### config.mk
export PLATFORM = sky130hd
export DESIGN_NAME = single_float_add_sub
export DESIGN_NICKNAME = d
export VERILOG_FILES = /design/src/sv/sfas_pkg.sv /design/src/sv/single_float_add_sub.sv
export SDC_FILE = /design/constraint.sdc
export NUM_CORES = 1
export LEC_CHECK = 0
export BUFFER_PORTS_ARGS = -buffer_cell sky130_fd_sc_hd__buf_2
export CORE_MARGIN = 2
export CORE_UTILIZATION = 26
export CTS_CLUSTER_DIAMETER = 100
export DETAILED_ROUTE_END_ITERATION = 7
export PLACE_DENSITY = 0.44
export SYNTH_ARGS = -nofsm -noshare
export SYNTH_HDL_FRONTEND = slang
export SYNTH_SLANG_ARGS = --single-unit
export TNS_END_PERCENT = 100
### constraint.sdc
create_clock -name clk_i -period 18.3 [get_ports clk_i]
set_clock_uncertainty 0.1 [all_clocks]
set_input_delay 2.745 -clock clk_i [delete_from_list [all_inputs] [get_ports clk_i]]
set_output_delay 2.745 -clock clk_i [all_outputs]
set_load 0.05 [all_outputs]
### src/sv/sfas_pkg.sv
// Package for the single-precision add/subtract pipeline.
// Holds field constants, status codes and the leading-zero helper; no dependencies.
package sfas_pkg;

  localparam int unsigned MantW = 24;
  localparam int unsigned ExpW  = 8;
  localparam logic [7:0]  ExpMax = 8'hFF;

  typedef enum logic [1:0] {
    StNormal    = 2'd0,
    StZero      = 2'd1,
    StOverflow  = 2'd2,
    StUnderflow = 2'd3
  } status_e;

  // Count of leading zeros in a 24-bit mantissa (input known nonzero).
  function automatic logic [4:0] lzc24(input logic [23:0] v);
    logic [4:0] n;
    logic       hit;
    n   = 5'd0;
    hit = 1'b0;
    for (int i = 23; i >= 0; i--) begin
      if (!hit && v[i]) begin
        hit = 1'b1;
        n   = 5'(23 - i);
      end
    end
    return n;
  endfunction

endpackage

### src/sv/single_float_add_sub.sv
// Single-precision floating-point add/subtract, truncating, four-stage pipeline.
// An operation enters every cycle when the output side keeps up; its result word
// passes through the stages align, add, count and pack.
// All stages advance together under one enable, so a stall holds every stage.
// NaN, infinity and denormal inputs get no special handling. Depends on sfas_pkg.
module single_float_add_sub import sfas_pkg::*; (
  input  logic        clk_i,
  input  logic        rst_ni,
  input  logic        s_axis_tvalid,
  output logic        s_axis_tready,
  input  logic [63:0] s_axis_tdata,   // operand_a[31:0], operand_b[63:32]
  input  logic        s_axis_tuser,   // command[0]: 0 add, 1 subtract
  output logic        m_axis_tvalid,
  input  logic        m_axis_tready,
  output logic [39:0] m_axis_tdata    // result_bits[31:0], status[33:32], zero fill
);

  logic adv;
  logic v1_q, v2_q, v3_q, v4_q;

  // Stage 1 registers: aligned mantissas.
  logic        s1_sa_q, s1_sb_q;
  logic [7:0]  s1_e_q;
  logic [23:0] s1_ma_q, s1_mb_q;
  // Stage 2 registers: raw magnitude.
  logic        s2_s_q;
  logic [7:0]  s2_e_q;
  logic [24:0] s2_sum_q;
  // Stage 3 registers: normalization amount.
  logic        s3_s_q, s3_ovf_q;
  logic [7:0]  s3_e_q;
  logic [24:0] s3_sum_q;
  logic [4:0]  s3_lz_q;
  // Stage 4: output word.
  logic [31:0] res_q;
  status_e     st_q;

  assign adv           = !m_axis_tvalid || m_axis_tready;
  assign s_axis_tready = adv;
  assign m_axis_tvalid = v4_q;
  assign m_axis_tdata  = {6'd0, st_q, res_q};

  // Valid bits travel with the data.
  always_ff @(posedge clk_i or negedge rst_ni) begin
    if (!rst_ni) begin
      {v1_q, v2_q, v3_q, v4_q} <= '0;
    end else if (adv) begin
      v1_q <= s_axis_tvalid;
      v2_q <= v1_q;
      v3_q <= v2_q;
      v4_q <= v3_q;
    end
  end

  // Stage 1: unpack and align the smaller-exponent operand.
  logic [31:0] a_w, b_w;
  logic [7:0]  ea, eb, dab, dba;
  logic [23:0] ma, mb;
  always_comb begin
    a_w = s_axis_tdata[31:0];
    b_w = s_axis_tdata[63:32];
    ea  = a_w[30:23];
    eb  = b_w[30:23];
    ma  = {1'b1, a_w[22:0]};
    mb  = {1'b1, b_w[22:0]};
    dab = ea - eb;
    dba = eb - ea;
  end

  always_ff @(posedge clk_i) begin
    if (adv) begin
      s1_sa_q <= a_w[31];
      s1_sb_q <= b_w[31] ^ s_axis_tuser;
      if (ea > eb) begin
        s1_e_q  <= ea;
        s1_ma_q <= ma;
        s1_mb_q <= (dab >= 8'd24) ? 24'd0 : (mb >> dab);
      end else begin
        s1_e_q  <= eb;
        s1_mb_q <= mb;
        s1_ma_q <= (dba >= 8'd24) ? 24'd0 : (ma >> dba);
      end
    end
  end

  // Stage 2: add or subtract magnitudes; sign follows the larger one, b's on a tie.
  always_ff @(posedge clk_i) begin
    if (adv) begin
      s2_e_q <= s1_e_q;
      if (s1_sa_q == s1_sb_q) begin
        s2_sum_q <= {1'b0, s1_ma_q} + {1'b0, s1_mb_q};
        s2_s_q   <= s1_sa_q;
      end else if (s1_ma_q > s1_mb_q) begin
        s2_sum_q <= {1'b0, s1_ma_q - s1_mb_q};
        s2_s_q   <= s1_sa_q;
      end else begin
        s2_sum_q <= {1'b0, s1_mb_q - s1_ma_q};
        s2_s_q   <= s1_sb_q;
      end
    end
  end

  // Stage 3: find the normalize direction and distance.
  always_ff @(posedge clk_i) begin
    if (adv) begin
      s3_s_q   <= s2_s_q;
      s3_e_q   <= s2_e_q;
      s3_sum_q <= s2_sum_q;
      s3_ovf_q <= s2_sum_q[24];
      s3_lz_q  <= lzc24(s2_sum_q[23:0]);
    end
  end

  // Stage 4: shift, adjust the exponent and pack with range checks.
  logic [9:0]  e_n;
  logic [23:0] m_n;
  always_comb begin
    if (s3_ovf_q) begin
      e_n = {2'b00, s3_e_q} + 10'd1;
      m_n = s3_sum_q[24:1];
    end else begin
      e_n = {2'b00, s3_e_q} - {5'd0, s3_lz_q};
      m_n = s3_sum_q[23:0] << s3_lz_q;
    end
  end

  always_ff @(posedge clk_i) begin
    if (adv) begin
      if (s3_sum_q == 25'd0) begin
        res_q <= 32'd0;
        st_q  <= StZero;
      end else if (!e_n[9] && e_n[8:0] >= 9'd255) begin
        res_q <= {s3_s_q, ExpMax, 23'd0};
        st_q  <= StOverflow;
      end else if (e_n[9] || e_n == 10'd0) begin
        res_q <= {s3_s_q, 31'd0};
        st_q  <= StUnderflow;
      end else begin
        res_q <= {s3_s_q, e_n[7:0], m_n[22:0]};
        st_q  <= StNormal;
      end
    end
  end

  // Checks.
  a_stall_hold: assert property (@(posedge clk_i) disable iff (!rst_ni)
    m_axis_tvalid && !m_axis_tready |=> m_axis_tvalid && $stable(m_axis_tdata))
    else $error("output word changed under stall");
  a_zero_word: assert property (@(posedge clk_i) disable iff (!rst_ni)
    m_axis_tvalid && st_q == StZero |-> res_q == 32'd0)
    else $error("exact zero not packed as plus zero");
  a_inf_word: assert property (@(posedge clk_i) disable iff (!rst_ni)
    m_axis_tvalid && st_q == StOverflow |-> res_q[30:0] == {ExpMax, 23'd0})
    else $error("overflow not packed as infinity");
  a_lat: assert property (@(posedge clk_i) disable iff (!rst_ni)
    v3_q && adv |=> m_axis_tvalid)
    else $error("valid lost in pipeline");

endmodule
==> impl_metrics.env <==
export IMPL_synthMuxAreaShare_pct=10.1
export IMPL_die_area_sq_mm=0.0557
export IMPL_crit_slowest_cell="nand2b_4"
export IMPL_cp_max_fo=43
export IMPL_synthTopCellsByCount="165 x edfxtp_1, 154 x nand2_1, 131 x nor2_1"
export IMPL_synth_xor_area_share_pct=2.75
export IMPL_ir_drop_mv=0.0573
export IMPL_crit_type="input port to output port"
export IMPL_wire_per_inst_um=18.2
export IMPL_nNetsFinal=1736
export IMPL_dr_pass1_iters=5
export IMPL_dpl_cell_area_sq_mm=0.0151
export IMPL_worstPathBufferInverterCount=2
export IMPL_io_pins=111
export IMPL_synth_fa_ha_area_share_pct=9.08
export IMPL_min_period_over_period_pct=35.9
export IMPL_cap_viol_max_count=0
export IMPL_syn_area_sq_mm=0.0140
export IMPL_synth_top_cell_area_share_pct=35.4
export IMPL_utilization_pct=29.5
export IMPL_viasPerCell=5.10
export IMPL_finalCriticalPeriod_ns=6.57
export IMPL_io_buffers=104
export IMPL_synth_top_family_by_area="compound AO/OA/AOI/OAI gates"
export IMPL_path_common_cell="buf_2"
export IMPL_critPathTopFamily="simple AND/OR/NAND/NOR gates"
export IMPL_synthFlopType="edfxtp_1"
export IMPL_fmax_mhz=152
export IMPL_synth_edf_count=165
export IMPL_status="finished clean"
export IMPL_yosys_area_top_type="edfxtp_1"
export IMPL_start_kind="input port"
export IMPL_gp_congestion=0.857
export IMPL_grt_pass1_vias=11500
export IMPL_synthCells=1517
export IMPL_yosys_warnings=0
export IMPL_grt_pass1_wl_um=65600
export IMPL_ff2ff_path_depth=10
export IMPL_clkLatencyLatePin_ns=0.45
export IMPL_wl_um=41600
export IMPL_tightest_slew_ns=1.13
export IMPL_antenna_left=0
export IMPL_crit_cells=3
export IMPL_crit_end="s_axis_tready"
export IMPL_cellPowerDensity_mw_per_mm2=167
export IMPL_ys_ff_latch=169
export IMPL_yosys_area_share_simple_pct=13.8
export IMPL_grt_setup_unrepaired="false"
export IMPL_grt_max_degree=66
export IMPL_clkTransAtPathRegs_ns=0.07
export IMPL_overflow=0
export IMPL_cts_made_buffers=17
export IMPL_synth_compound_area_share_pct=22.2
export IMPL_htree_num_levels=4
export IMPL_stdcell_area_sq_mm=0.0158
export IMPL_async_flop_share_pct=2.37
export IMPL_clock_sinks=169
export IMPL_drive_gt1_share_pct=14.9
export IMPL_area_growth_pct=12.7
export IMPL_vias=11600
export IMPL_die_y_um=236
export IMPL_slew_headroom_pct=24.0
export IMPL_r2r_setup_slack_ns=13.63
export IMPL_cp_arrival_ns=3.73
export IMPL_reg2reg_from="s3_lz_q[1]$_SDFFCE_PP1P_"
export IMPL_cp_startpoint="m_axis_tready"
export IMPL_setup_violations=0
export IMPL_hold_viol=0
export IMPL_yosys_cell_types_count=88
export IMPL_critPathMaxStageDelay_ns=0.48
export IMPL_root_buffer="clkbuf_16"
export IMPL_cp_cell_sequence="buf_2 > nand2b_4 > buf_2"
export IMPL_antenna_found_initial=3
export IMPL_cts_tree="done"
export IMPL_core_sq_mm=0.0535
export IMPL_tns_ns=0
export IMPL_yosysMostFrequentCell="edfxtp_1"
export IMPL_p_leak_uw=0.00640
export IMPL_worstPathRequired_ns=15.45
export IMPL_r2r_end="res_q[8]$_SDFFCE_PP0P_"
export IMPL_slew_violations=0
export IMPL_die_x_um=236
export IMPL_drtIter0Drc=760
export IMPL_yosysSeqAreaShare_pct=36.1
export IMPL_netlist_top_cells_area="edfxtp_1 35%, ha_1 8.2%, mux2i_1 5.3%"
export IMPL_dpl_hpwl_um=32300
export IMPL_drc=0
export IMPL_rows=85
export IMPL_initial_utilization_pct=26.2
export IMPL_num_antenna_cells=0
export IMPL_grtUsageTotal_pct=14.9
export IMPL_postCtsSetupRepairBufs=0
export IMPL_hp_class="register to register"
export IMPL_worstSetupEndpointType="output port"
export IMPL_post_cts_resized=0
export IMPL_hold_buffers=0
export IMPL_syn_area_per_cell_sq_um=9.23
export IMPL_cts_buffer_depth=2
[worst min path at each step]
stage                         from  cells after the start                   to  slack [ns]
2_1_floorplan  s1_e_q[0]$_DFFE_PP_                      0  s2_e_q[0]$_DFFE_PP_        0.30
3_3_place_gp   s2_e_q[2]$_DFFE_PP_                      0  s3_e_q[2]$_DFFE_PP_        0.30
3_5_place_dp   s2_e_q[0]$_DFFE_PP_                      0  s3_e_q[0]$_DFFE_PP_        0.30
4_1_cts        s2_e_q[1]$_DFFE_PP_                      0  s3_e_q[1]$_DFFE_PP_        0.32
5_1_grt        s1_e_q[6]$_DFFE_PP_                      0  s2_e_q[6]$_DFFE_PP_        0.33
6_report       s2_e_q[1]$_DFFE_PP_                      0  s3_e_q[1]$_DFFE_PP_        0.32
[where the power goes]
group | total, uW | switching [uW] | leakage (uW) | internal [uW]
sequential | 802 | 140 | 0.00175 | 663
combinational | 1430 | 930 | 0.00435 | 504
clock | 394 | 184 | 0.000302 | 210
total | 2630 | 1250 | 0.00640 | 1380
[worst reg2reg max path, delay by kind of cell, from the launching register on]
kind	cells	cell delay, ns
AOI/OAI and AO/OA	4	1.22
and+or+nand+nor	3	0.88
DFF	1	0.81
buffers and inverters	1	0.60
adders and majority gates	1	0.60
xor gates and xnor gates	1	0.18
[metrics by stage]
stage | instances | power [uW] | hold WS [ns] | worst slack [ns]
final | 2278 | 2630 | 0.321 | 11.73
after CTS | 2278 | 2640 | 0.324 | 11.71
after floorplan | 1522 | 1880 | 0.300 | 8.31
after detailed placement | 2246 | 2240 | 0.305 | 11.71
after global routing | 2278 | 2830 | 0.330 | 11.65
after global placement | 2246 | 2240 | 0.304 | 11.73
[layer usage]
layer  part of all wire [%]  up-vias  track usage [%]
met1                     47     5578             19.8
met3                    4.3       46             2.19
met5                      0        -                0
li1                       -     5686                -
met2                     47      315             24.9
met4                    2.1        0             4.46
[kinds of logic after synthesis]
| kind of cell | after synthesis |
|---|---|
| AOI/OAI and AO/OA | 465 |
| and+or+nand+nor | 421 |
| buffers and inverters | 199 |
| DFF | 169 |
| muxes | 120 |
| adders and majority gates | 98 |
| xor gates and xnor gates | 44 |
| other | 1 |
[registers in the layout, indices dropped and copies added (netlist names), 2 cells and up]
signal	count
s2_sum_q	25
s1_ma_q	24
res_q	32
s3_e_q	8
s1_e_q	8
s2_e_q	8
s3_lz_q	5
s1_mb_q	24
s3_sum_q	24
st_q	2
[final cells by class]
cell class | count | area (sq um)
timing repair buffer | 121 | 648
inverter | 106 | 398
tap | 696 | 871
clock buffer | 17 | 425
sequential | 169 | 5050
fill | 5699 | 37700
clock inverter | 15 | 201
multi-input combinational | 1154 | 8180
[layout by cell type (no fill, tap or decap), types with 10 or more instances in the layout]
master     count
a211oi_1      26
a21o_1        30
a21oi_1      119
a22o_1        23
a22oi_1       15
a31oi_1       15
buf_2        104
buf_4         17
clkbuf_16     17
edfxtp_1     165
ha_1          91
inv_1        102
mux2_2        32
mux2i_1       74
mux4_2        14
nand2_1      154
nand2b_1      10
nand3_1       17
nand4_1       13
nor2_1       131
nor2b_1       20
nor3_1        25
nor4_1        13
o211ai_1      14
o21ai_0       94
o21bai_1      17
o22ai_1       13
xnor2_1       26
xor2_1        14
No activity file was read; power rests on OpenSTA's default activity.
